File: src/rtl/cme_pkg.sv
package cme_pkg;

  localparam int NUM_TX     = 4;
  localparam int NUM_RX     = 4;
  localparam int MAX_TAPS   = 32;
  localparam int HIST_DEPTH = 256;
  localparam int LINKS      = NUM_TX * NUM_RX;
  localparam int TAP_DEPTH  = LINKS * MAX_TAPS;

  localparam int HIST_AW = $clog2(HIST_DEPTH);
  localparam int TAP_AW  = $clog2(TAP_DEPTH);
  localparam int TX_W    = $clog2(NUM_TX);
  localparam int RX_W    = $clog2(NUM_RX);
  localparam int TAP_W   = $clog2(MAX_TAPS);
  localparam int NA_W    = $clog2(NUM_TX + 1);
  localparam int NT_W    = $clog2(MAX_TAPS + 1);
  localparam int ACC_W   = 41;
  localparam int ROT_W   = 44;

  localparam logic CMD_TAP    = 1'b0;
  localparam logic CMD_SAMPLE = 1'b1;

  localparam logic [2:0] REG_ACTIVE_TX    = 3'd0;
  localparam logic [2:0] REG_TAP_COUNT    = 3'd1;
  localparam logic [2:0] REG_DELAY_OFFSET = 3'd2;
  localparam logic [2:0] REG_PATH_GAIN    = 3'd3;
  localparam logic [2:0] REG_NOISE_SCALE  = 3'd4;
  localparam logic [2:0] REG_DOPPLER_STEP = 3'd5;
  localparam logic [2:0] REG_RX_ANTENNA   = 3'd6;

  localparam logic signed [15:0] QUARTER_SIN [0:16] = '{
    16'sd0, 16'sd1606, 16'sd3196, 16'sd4756, 16'sd6270, 16'sd7723, 16'sd9102,
    16'sd10394, 16'sd11585, 16'sd12665, 16'sd13623, 16'sd14449, 16'sd15137,
    16'sd15679, 16'sd16069, 16'sd16305, 16'sd16384
  };

  typedef struct packed {
    logic               command;
    logic [3:0]         antenna;
    logic [4:0]         tap_index;
    logic signed [15:0] value_re;
    logic signed [15:0] value_im;
    logic signed [15:0] noise_re;
    logic signed [15:0] noise_im;
  } in_t;

  typedef struct packed {
    logic signed [15:0] out_re;
    logic signed [15:0] out_im;
  } out_t;

  typedef struct packed {
    logic               clr;
    logic [HIST_AW-1:0] clr_addr;
    logic               accept;
    logic               mac_start;
    logic               mac_issue;
    logic [TX_W-1:0]    mac_tx;
    logic [TAP_W-1:0]   mac_tap;
    logic               rot_mul;
    logic               rot_sum;
    logic               scale;
    logic               load_out;
  } ctl_cmd_t;

  typedef struct packed {
    logic            last_ant;
    logic [NA_W-1:0] na;
    logic [NT_W-1:0] nt;
    logic            pipe_busy;
    logic            out_free;
  } dp_sts_t;

  function automatic logic signed [15:0] sin64(input logic [5:0] idx);
    logic signed [15:0] v;
    logic [4:0]         ri;
    ri = 5'd16 - {1'b0, idx[3:0]};
    v  = idx[4] ? QUARTER_SIN[ri] : QUARTER_SIN[{1'b0, idx[3:0]}];
    return idx[5] ? -v : v;
  endfunction

  function automatic logic signed [63:0] round_shift(input logic signed [63:0] x,
                                                     input logic [4:0] k);
    logic [63:0] mag;
    mag = x[63] ? (~x + 64'd1) : x;
    mag = (mag + (64'd1 << (k - 5'd1))) >> k;
    return x[63] ? -$signed(mag) : $signed(mag);
  endfunction

  function automatic logic signed [15:0] sat16(input logic signed [63:0] x);
    if (x > 64'sd32767) begin
      return 16'sh7fff;
    end else if (x < -64'sd32768) begin
      return 16'sh8000;
    end
    return x[15:0];
  endfunction

endpackage

File: src/rtl/cme_ctrl.sv
module cme_ctrl (
  input  logic              clk,
  input  logic              rst_n,
  input  logic              in_valid,
  output logic              in_stall,
  input  cme_pkg::dp_sts_t  sts,
  output cme_pkg::ctl_cmd_t cmd
);

  typedef enum logic [7:0] {
    S_CLEAR = 8'b0000_0001,
    S_IDLE  = 8'b0000_0010,
    S_MAC   = 8'b0000_0100,
    S_DRAIN = 8'b0000_1000,
    S_ROT1  = 8'b0001_0000,
    S_ROT2  = 8'b0010_0000,
    S_SCALE = 8'b0100_0000,
    S_OUT   = 8'b1000_0000
  } state_t;

  state_t                       state_r, state_nxt;
  logic [cme_pkg::HIST_AW-1:0]  clr_r, clr_nxt;
  logic [cme_pkg::TX_W-1:0]     tx_r, tx_nxt;
  logic [cme_pkg::TAP_W-1:0]    l_r, l_nxt;
  logic                         tx_last, l_last;

  assign tx_last = int'(tx_r) == int'(sts.na) - 1;
  assign l_last  = int'(l_r) == int'(sts.nt) - 1;

  always_comb begin
    state_nxt = state_r;
    clr_nxt   = clr_r;
    tx_nxt    = tx_r;
    l_nxt     = l_r;
    in_stall  = 1'b1;
    cmd       = '0;
    cmd.clr_addr = clr_r;
    cmd.mac_tx   = tx_r;
    cmd.mac_tap  = l_r;
    unique case (state_r)
      S_CLEAR: begin
        cmd.clr = 1'b1;
        clr_nxt = clr_r + 1'b1;
        if (int'(clr_r) == cme_pkg::HIST_DEPTH - 1) begin
          state_nxt = S_IDLE;
        end
      end
      S_IDLE: begin
        in_stall   = 1'b0;
        cmd.accept = in_valid;
        if (in_valid && sts.last_ant) begin
          cmd.mac_start = 1'b1;
          tx_nxt        = '0;
          l_nxt         = '0;
          state_nxt     = S_MAC;
        end
      end
      S_MAC: begin
        cmd.mac_issue = 1'b1;
        if (l_last) begin
          l_nxt = '0;
          if (tx_last) begin
            state_nxt = S_DRAIN;
          end else begin
            tx_nxt = tx_r + 1'b1;
          end
        end else begin
          l_nxt = l_r + 1'b1;
        end
      end
      S_DRAIN: begin
        if (!sts.pipe_busy) begin
          state_nxt = S_ROT1;
        end
      end
      S_ROT1: begin
        cmd.rot_mul = 1'b1;
        state_nxt   = S_ROT2;
      end
      S_ROT2: begin
        cmd.rot_sum = 1'b1;
        state_nxt   = S_SCALE;
      end
      S_SCALE: begin
        cmd.scale = 1'b1;
        state_nxt = S_OUT;
      end
      S_OUT: begin
        if (sts.out_free) begin
          cmd.load_out = 1'b1;
          state_nxt    = S_IDLE;
        end
      end
      default: state_nxt = S_CLEAR;
    endcase
  end

  always_ff @(posedge clk) begin
    if (!rst_n) begin
      state_r <= S_CLEAR;
      clr_r   <= '0;
      tx_r    <= '0;
      l_r     <= '0;
    end else begin
      state_r <= state_nxt;
      clr_r   <= clr_nxt;
      tx_r    <= tx_nxt;
      l_r     <= l_nxt;
    end
  end

endmodule

File: config.mk
export PLATFORM = sky130hd
export DESIGN_NAME = cme_ctrl
export DESIGN_NICKNAME = d
export VERILOG_FILES = /design/src/rtl/cme_pkg.sv /design/src/rtl/cme_ctrl.sv
export SDC_FILE = /design/constraint.sdc
export NUM_CORES = 1
export LEC_CHECK = 0
export BUFFER_PORTS_ARGS = -buffer_cell sky130_fd_sc_hd__buf_4
export CAP_MARGIN = 20
export CORE_ASPECT_RATIO = 0.9
export CORE_MARGIN = 1.5
export CORE_UTILIZATION = 52
export CTS_CLUSTER_SIZE = 30
export DETAILED_ROUTE_END_ITERATION = 12
export GPL_ROUTABILITY_DRIVEN = 0
export PLACE_DENSITY = 0.78
export SLEW_MARGIN = 20
export SYNTH_ARGS = -nofsm -noshare
export SYNTH_HDL_FRONTEND = slang
export SYNTH_SLANG_ARGS = --single-unit
File: constraint.sdc
create_clock -name clk -period 2.8 [get_ports clk]
set_clock_uncertainty 0.1 [all_clocks]
set_input_delay 0.42 -clock clk [delete_from_list [all_inputs] [get_ports clk]]
set_output_delay 0.42 -clock clk [all_outputs]
set_load 0.005 [all_outputs]
==> summary.txt, run 1 <==
Outcome
  • Status: completed

Worst setup path
  • WP data required: 2280 ps
  • Reg2reg start: state_r[2]
  • RR Endpoint: state_r[6]
  • WP data arrival: 2180 ps
  • CP Max Fanout: 6
  • Critical path origin: state_r[2]
  • R2R cell count: 6
  • CP startpoint kind: flop
  • Reg-to-reg setup timing slack: 490 ps
  • Worst Setup End Kind: output pin
  • Crit Path Category: flop to output pin
  • Critical Path End: cmd[0]

Place
  • Placed insts: 249
  • Placement Setup Slack: 296 ps
  • Placed instance area: 1790 sq um
  • Detailed Place HPWL: 2490 um
  • Port Buffers: 38

GRT
  • Total gr overflow: 0
  • Pin count of the biggest net entering global routing: 25
  • First-pass GRT wire length: 5150 um
  • Vias in the first global route: 1225
  • All-Layer GR Usage: 0.212
  • Initial antenna violation count: 0

Route
  • DR WL/cell: 12.8 um
  • 1st-iter DRT viols: 42
  • Residual DRC count: 0
  • Drt via density: 5.54
  • Total Routed Length: 3250 um
  • Antenna viol nets, final: 0
  • Total number of vias: 1402
  • Drt first pass iters: 4

Final layout
  • Filler cells: 226
  • Util after Layout: 0.671
  • Post-Layout Inst Area: 1830 sq um
  • Multi-input logic area: 942 sq um
  • Final nets: 233
  • Synthesis-to-layout area growth: 24.0%
  • Layout cell share with drive strength beyond 1: 0.272
  • Ant diodes: 0
  • Fin cells: 253
  • Reg area: 463 sq um

Yosys
  • Netlist Area Pre-Place: 1480 sq um
  • Mean Syn Cell Area: 8.48 sq um
  • Post-synth cell types: 51
  • Syn nets: 193
  • Post-Syn Instances: 174
  • Sequential fraction of the synthesis area: 0.312
  • Primary FF master, synth: dfxtp_1
  • EDFF count, synth: 0
  • Synth async-reset ratio: 0
  • Yosys reg bits: 23
  • Synthesis Warnings: 0

Floorplanning
  • Chip Height: 53.5 um
  • Rows: 18
  • Core area: 2730 sq um
  • Die X: 59.1 um
  • Initial core utilization: 0.541
  • Die area: 3170 sq um
  • I/O pin cnt: 39

Timing
  • Post-layout worst setup margin: 101 ps
  • Minimum clock period: 2700 ps
  • Final Setup Violations: 0
  • Unrepaired setup endpoints after global routing: false
  • Pins Over Slew Limit: 0
  • Final hold vios: 0
  • Slew margin rel.: 0.607
  • Setup TNS: 0 ps
  • Actual transition at the worst max-transition pin: 584 ps
  • Final Cycle Share: 0.964
  • Max frequency: 370 MHz
  • Hold Worst Slack: 307 ps

CTS
  • Reg clk slew, reported paths: 120 ps
  • Clock Path Buffers: 2
  • Skew-Pair Late Insertion Delay: 320 ps
  • CTS tree: done
  • H-tree lvl count: 1
  • Root buffer cell: clkbuf_4
  • Total CTS buffers: 3
  • # clock sinks: 23

Power
  • Final Power: 0.669 mW
  • Cell Pwr Density: 366 nW/um^2
  • Leak: 0.740 nW
  • VDD IR max: 0.000226 V

Flow run
  • Max Cap Viol: 0

Worst hold path
  • Hold crit path type: input port to flop
==> cell families (layout without fill, tap and decap cells) <==
kind of cell,Yosys count,in the layout,share of synthesized area
compound gates,28,28,0.132
buf+inv,16,55,0.0568
flops,23,23,0.312
xor+xnor,16,16,0.0950
mux,3,3,0.0212
simple gates,84,84,0.349
fa+ha+maj,4,4,0.0339
==> layout by cell type, fill, tap and decap left out, types with 2 or more instances in the layout <==
master and instances:
or4_4 3, nand3_1 7, nand2b_1 7, inv_1 9, xnor2_1 10, o21a_1 2
nor3_1 4, mux2i_1 2, nand3b_1 3, a21boi_1 3, and2_1 9, dfxtp_1 21
o21ai_0 3, nor2b_1 2, nand2_1 14, ha_1 4, dfxtp_2 2, nor2_1 10
nand4_1 3, or3_1 3, nor3b_1 2, nor4_1 5, o211ai_1 2, clkbuf_4 3
a21oi_1 5, clkinv_2 2, buf_4 41, xor2_1 6, a31oi_1 2, a41oi_1 2
==> critical path, cell delays in order, from the launching register on <==
cell and delay (ps):
dfxtp_1 400, or4_4 510, or3_4 340, or3b_4 400, nor2_1 100, buf_4 110
==> metal layers <==
| layer | up-vias | GRT usage | routed length [um] | share of wire |
|---|---|---|---|---|
| met1 | 659 | 0.261 | 1500 | 0.46 |
| met5 | - | 0 | 0 | 0 |
| met2 | 37 | 0.359 | 1560 | 0.48 |
| met3 | 5 | 0.0625 | 160 | 0.049 |
| met4 | 0 | 0.0644 | 24 | 0.0074 |
| li1 | 701 | - | - | - |
==> area by class of cell <==
class,count,share of cell area
inverters,10,0.0212
clock inverters,1,0.00274
flip-flops and latches,23,0.253
repair buffers,41,0.168
clock buffers,3,0.0123
well taps,40,0.0274
multi-input cells,135,0.515
==> worst min path at each step <==
stage             start          to  cells after the start
2_1_floorplan  clr_r[7]    clr_r[7]                      2
3_3_place_gp   clr_r[7]    clr_r[7]                      2
3_5_place_dp   clr_r[7]    clr_r[7]                      2
4_1_cts           rst_n  state_r[0]                      2
5_1_grt           rst_n  state_r[0]                      2
6_report          rst_n  state_r[0]                      2
==> flip-flops by register name, summed over array words and instances (netlist names) <==
| signal | count |
|---|---|
| state_r | 8 |
| clr_r | 8 |
| tx_r | 2 |
| l_r | 5 |
==> what timing repair did <==
action                     in CTS  in global routing
setup buffers                   0                  0
gates resized for setup         0                  5
hold buffers                    0                  0
setup endpoints to repair       0                  1
==> synth_stat cells, drive strengths merged (3+ instances only) <==
master | n | area (sq um)
dfxtp | 23 | 460
nand2 | 14 | 52.6
nor2 | 10 | 37.5
xnor2 | 10 | 87.6
and2 | 9 | 56.3
inv | 9 | 33.8
nand2b | 7 | 43.8
nand3 | 7 | 35.0
nor4 | 6 | 52.6
xor2 | 6 | 52.6
a21oi | 5 | 25.0
a21boi | 4 | 30.0
buf | 4 | 37.5
ha | 4 | 50.1
nand4 | 4 | 40.0
nor3 | 4 | 20.0
or3 | 4 | 25.0
or4 | 4 | 37.5
nand3b | 3 | 22.5
o21ai | 3 | 15.0
==> power by group <==
| part | total [mW] | switching, mW | internal, mW |
|---|---|---|---|
| Clock | 0.155 | 0.102 | 0.0535 |
| Combinational | 0.147 | 0.0644 | 0.0828 |
| Sequential | 0.366 | 0.0243 | 0.342 |
| Total | 0.669 | 0.190 | 0.478 |
(Power assumes the default switching activity.)
==> run 2, diff against run 1 <==
--- a/config.mk
+++ b/config.mk
@@ -13,6 +13,7 @@
 export CTS_CLUSTER_SIZE = 30
 export DETAILED_ROUTE_END_ITERATION = 12
 export GPL_ROUTABILITY_DRIVEN = 0
+export MAX_ROUTING_LAYER = met4
 export PLACE_DENSITY = 0.78
 export SLEW_MARGIN = 20
 export SYNTH_ARGS = -nofsm -noshare
==> run 2 against run 1 <==
Sequential power barely moved. Die area stayed put. Power barely moved. Critical path type unchanged. Utilization unchanged. Routed wire length stayed put.
==> summary.txt, run 2 (synthesis gave the netlist of run 1 again) <==
Final layout
  • Fin cells: 253
  • Commonest cells after routing, fill and taps aside: buf_4 (41), dfxtp_1 (21), nand2_1 (14)
  • Layout cell share with drive strength beyond 1: 0.272
  • Ant diodes: 0
  • Util after Layout: 0.671
  • Commonest non-fill, non-tap cell in the layout: buf_4
  • Top Registers: clr_r x8, state_r x8, l_r x5
  • Final nets: 233
  • Synthesis-to-layout area growth: 24.0%
  • Filler cells: 226
  • Post-Layout Inst Area: 1830 sq um

CTS
  • Total CTS buffers: 3
  • H-tree lvl count: 1
  • Skew-Pair Late Insertion Delay: 320 ps
  • # clock sinks: 23
  • CTS tree: done
  • Root buffer cell: clkbuf_4
  • Post-CTS setup buffer count: 0
  • CTS Hold Bufs: 0
  • Reg clk slew, reported paths: 120 ps
  • Clock Path Buffers: 2

Place
  • Placed insts: 249
  • Port Buffers: 38
  • Placement Setup Slack: 296 ps
  • Detailed Place HPWL: 2490 um
  • Placed instance area: 1790 sq um

GRT
  • Busiest layer in global routing: met2
  • Initial antenna violation count: 0
  • Total gr overflow: 0
  • Pin count of the biggest net entering global routing: 25
  • M3 GR Usage: 0.0625
  • All-Layer GR Usage: 0.218
  • Vias in the first global route: 1224
  • First-pass GRT wire length: 5160 um
  • M2 GR Usage: 0.359
  • Grt met1 use: 0.261

Route
  • DR WL/cell: 12.8 um
  • Drt via density: 5.54
  • Total number of vias: 1402
  • Total Routed Length: 3250 um
  • Antenna viol nets, final: 0
  • 1st-iter DRT viols: 42
  • Residual DRC count: 0
  • Drt first pass iters: 4

Floorplanning
  • Rows: 18
  • Die X: 59.1 um
  • Initial core utilization: 0.541
  • Chip Height: 53.5 um
  • Core area: 2730 sq um
  • Die area: 3170 sq um
  • I/O pin cnt: 39

Power
  • Cell Pwr Density: 366 nW/um^2
  • Leak: 0.740 nW
  • VDD IR max: 0.000226 V
  • Final Power: 0.669 mW

Timing
  • Slew margin rel.: 0.607
  • Minimum clock period: 2700 ps
  • Final hold vios: 0
  • Setup TNS: 0 ps
  • Post-layout worst setup margin: 101 ps
  • Pins Over Slew Limit: 0
  • Final Cycle Share: 0.964
  • Final Setup Violations: 0
  • Unrepaired setup endpoints after global routing: false
  • Max frequency: 370 MHz
  • Actual transition at the worst max-transition pin: 584 ps
  • Hold Worst Slack: 307 ps

Flow run
  • Max Cap Viol: 0

Worst hold path
  • Hold crit path type: input port to flop

Worst setup path
  • Crit Path Category: flop to output pin
  • CP Max Fanout: 6
  • WP data required: 2280 ps
  • Worst Setup End Kind: output pin
  • CP startpoint kind: flop
  • WP data arrival: 2180 ps

Outcome
  • Status: completed
[run 2: cell counts in the layout (fill, tap and decap cells not counted)]
Identical to the previous run, type by type.
[run 2: final timing paths]
kind               from    endpoint  slack [ps]  cells after the start
max          state_r[2]      cmd[0]         100                      5
min reg2reg    clr_r[7]    clr_r[7]         420                      2
max reg2reg  state_r[2]  state_r[6]         490                      6
min               rst_n  state_r[0]         310                      2
[run 2: report_power, final]
| group | internal [mW] | switching, mW | total [mW] | leakage (nW) |
|---|---|---|---|---|
| Combinational | 0.0828 | 0.0644 | 0.147 | 0.537 |
| Clock | 0.0535 | 0.102 | 0.155 | 0.0177 |
| Sequential | 0.342 | 0.0243 | 0.366 | 0.186 |
[run 2: worst max-delay path: stages (launching register included)]
cell and delay, ps:
dfxtp_1 400, or4_4 510, or3_4 340, or3b_4 400, nor2_1 100, buf_4 110
[run 2: layout make-up]
cell class,instances,area (sq um),area share
multi-input combinational,135,942,0.515
sequential,23,463,0.253
timing repair buffer,41,308,0.168
tap,40,50.0,0.0274
inverter,10,38.8,0.0212
clock buffer,3,22.5,0.0123
clock inverter,1,5.00,0.00274
[run 2: layer usage]
| metal | part of all wire | vias to the layer above | wire length, um |
|---|---|---|---|
| met5 | 0 | - | 0 |
| met1 | 0.46 | 659 | 1500 |
| met4 | 0.0074 | 0 | 24 |
| met3 | 0.049 | 5 | 160 |
| li1 | - | 701 | - |
| met2 | 0.48 | 37 | 1560 |
[run 2: timing repair]
action,in CTS,in global routing
resized for setup,0,5
endpoints found under the hold margin,0,0
endpoints found under the setup margin,0,1
==> run 3, diff against run 2 <==
--- a/config.mk
+++ b/config.mk
@@ -5,6 +5,7 @@
 export SDC_FILE = /design/constraint.sdc
 export NUM_CORES = 1
 export LEC_CHECK = 0
+export ABC_AREA = 1
 export BUFFER_PORTS_ARGS = -buffer_cell sky130_fd_sc_hd__buf_4
 export CAP_MARGIN = 20
 export CORE_ASPECT_RATIO = 0.9
==> run 3 against run 2 <==
Die area is 3.2% higher. Clock power hardly changed. Worst hold slack worse by 37 ps. Utilization is 0.35 points higher. First-iteration DRC count is 62% higher. Final area is 2.2% higher. Largest cell class unchanged. Largest power group is now combinational logic. Highest routed layer unchanged.
==> summary.txt, run 3 <==
Outcome
  • Status: completed

Final layout
  • Fin cells: 318
  • Commonest non-fill, non-tap cell in the layout: nand2_1
  • Reg area: 460 sq um
  • Top Registers: clr_r x8, state_r x8, l_r x5
  • Post-Layout Inst Area: 1870 sq um
  • Final nets: 298
  • Util after Layout: 0.675
  • Layout cell share with drive strength beyond 1: 0.223
  • Synthesis-to-layout area growth: 22.6%
  • Commonest cells after routing, fill and taps aside: nand2_1 (54), inv_1 (43), buf_4 (38)
  • Multi-input logic area: 865 sq um
  • Ant diodes: 0
  • Filler cells: 279

Timing
  • Setup TNS: 0 ps
  • Slew margin rel.: 0.631
  • Actual transition at the worst max-transition pin: 549 ps
  • Pins Over Slew Limit: 0
  • Unrepaired setup endpoints after global routing: false
  • Final hold vios: 0
  • Minimum clock period: 2180 ps
  • Final Setup Violations: 0
  • Max frequency: 458 MHz
  • Final Cycle Share: 0.779

Place
  • Port Buffers: 38
  • Detailed Place HPWL: 2610 um
  • Placed insts: 314
  • Placed instance area: 1840 sq um

Worst hold path
  • Hold path startpoint: rst_n
  • Hold crit path type: input port to flop
  • Min-Delay Endpoint: state_r[0]
  • Hold depth: 2

Floorplanning
  • I/O pin cnt: 39
  • Initial core utilization: 0.551
  • Rows: 18
  • Die area: 3270 sq um
  • Chip Height: 54.4 um
  • Core area: 2770 sq um
  • Die X: 60.1 um

CTS
  • Root buffer cell: clkbuf_4
  • Reg clk slew, reported paths: 130 ps
  • Total CTS buffers: 3
  • Post-CTS setup buffer count: 0
  • CTS tree: done
  • H-tree lvl count: 1
  • Post-cts resize count: 0
  • # clock sinks: 23
  • Clock Path Buffers: 2
  • Skew-Pair Late Insertion Delay: 310 ps
  • CTS Hold Bufs: 0

Power
  • Cell Pwr Density: 570 nW/um^2
  • Comb power frac: 0.466
  • Leak: 0.977 nW
  • Switching Fraction: 0.416
  • VDD IR max: 0.000303 V
  • Clock power share: 0.147
  • Internal Power: 0.622 mW
  • Psw: 0.443 mW
  • Sequential Power Share: 0.387

Route
  • Drt first pass iters: 4
  • DR WL/cell: 10.4 um
  • Antenna viol nets, final: 0
  • 1st-iter DRT viols: 68
  • Residual DRC count: 0
  • Drt via density: 4.85
  • Total number of vias: 1543
  • Total Routed Length: 3300 um

GRT
  • Total gr overflow: 0
  • Vias in the first global route: 1303
  • All-Layer GR Usage: 0.219
  • Pin count of the biggest net entering global routing: 14
  • First-pass GRT wire length: 5280 um
  • Initial antenna violation count: 0

Yosys
  • Largest area contributor in the netlist: dfxtp_1
  • Post-Syn Instances: 239
  • Mean Syn Cell Area: 6.38 sq um
  • Post-synth top area share: 0.302
  • Sequential fraction of the synthesis area: 0.302
  • Synth async-reset ratio: 0
  • Netlist Area Pre-Place: 1530 sq um
  • Primary FF master, synth: dfxtp_1
  • Yosys reg bits: 23
  • Top post-synthesis cells by count: nand2_1 (54), inv_1 (43), dfxtp_1 (23), nor2_1 (23), nand3_1 (22)
  • EDFF count, synth: 0
  • Syn nets: 258
  • Top cells by area, synth: dfxtp_1 (30%), nand2_1 (13%), inv_1 (11%), nand3_1 (7.2%), nor2_1 (5.7%)
  • Synthesis Warnings: 0
  • Count leader, synth: nand2_1
  • Post-synth cell types: 31

Worst setup path
  • RR Endpoint: state_r[2]
  • CP Max Fanout: 4
  • WP data arrival: 1660 ps
  • Reg-to-reg setup timing slack: 1110 ps
  • WP data required: 2280 ps
  • Worst Setup End Kind: output pin
  • Crit Path Category: flop to output pin
  • R2R cell count: 12
  • Reg2reg start: clr_r[0]
  • CP startpoint kind: flop

Flow run
  • Max Cap Viol: 0
[run 3: kinds of logic (layout without fill, tap and decap cells)]
logic type      count (synthesis)  in the layout  share of synthesized area
simple gates                  137            137                      0.434
buf+inv                        51             90                      0.131
flops                          23             23                      0.302
compound gates                 20             20                     0.0771
fa+ha+maj                       4              4                     0.0328
xor+xnor                        4              4                     0.0230
[run 3: how the worst max path moves through the flow]
stage / cells past startpoint / slack, ps / endpoint / startpoint
floorplan: 12 / 1020 / state_r[2] / sts[8]
global placement: 13 / 800 / l_r[0] / sts[2]
detailed placement: 13 / 760 / l_r[0] / sts[2]
CTS: 6 / 600 / cmd[2] / state_r[0]
global route: 6 / 430 / cmd[2] / state_r[0]
finish: 6 / 620 / cmd[3] / state_r[0]
[run 3: cell type report]
class | count | area share
Tap cell | 40 | 0.0268
Sequential cell | 23 | 0.246
Inverter | 48 | 0.0971
Timing Repair Buffer | 38 | 0.153
Multi-Input combinational cell | 165 | 0.463
Clock inverter | 1 | 0.00268
Clock buffer | 3 | 0.0120
[run 3: power by group through the flow]
stage	Clock (mW)	Combinational (mW)	Sequential [mW]
2_1_floorplan	0	0.361	0.410
3_3_place_gp	0	0.495	0.416
3_5_place_dp	0	0.500	0.418
4_1_cts	0.160	0.503	0.410
5_1_grt	0.170	0.581	0.416
6_report	0.157	0.496	0.412
[run 3: through the flow]
| stage | setup WS, ps | power (mW) | hold WS (ps) |
|---|---|---|---|
| floorplan | 1020 | 0.771 | 393 |
| global placement | 800 | 0.911 | 417 |
| detailed placement | 762 | 0.918 | 429 |
| CTS | 597 | 1.07 | 256 |
| global route | 431 | 1.17 | 254 |
| finish | 618 | 1.06 | 270 |
[run 3: layer usage]
metal | vias to the layer above | part of all wire | global-route usage
met3 | 2 | 0.039 | 0.0213
met4 | 0 | 0.0039 | 0.0667
met2 | 31 | 0.44 | 0.371
met1 | 678 | 0.52 | 0.279
met5 | - | 0 | -
li1 | 832 | - | -
[run 3: critical path: stages (launching register included)]
cell     delay, ps
dfxtp_1        370
inv_1           60
nand2_1         70
nor2_1         140
inv_1           80
nor4_1         420
buf_4          210
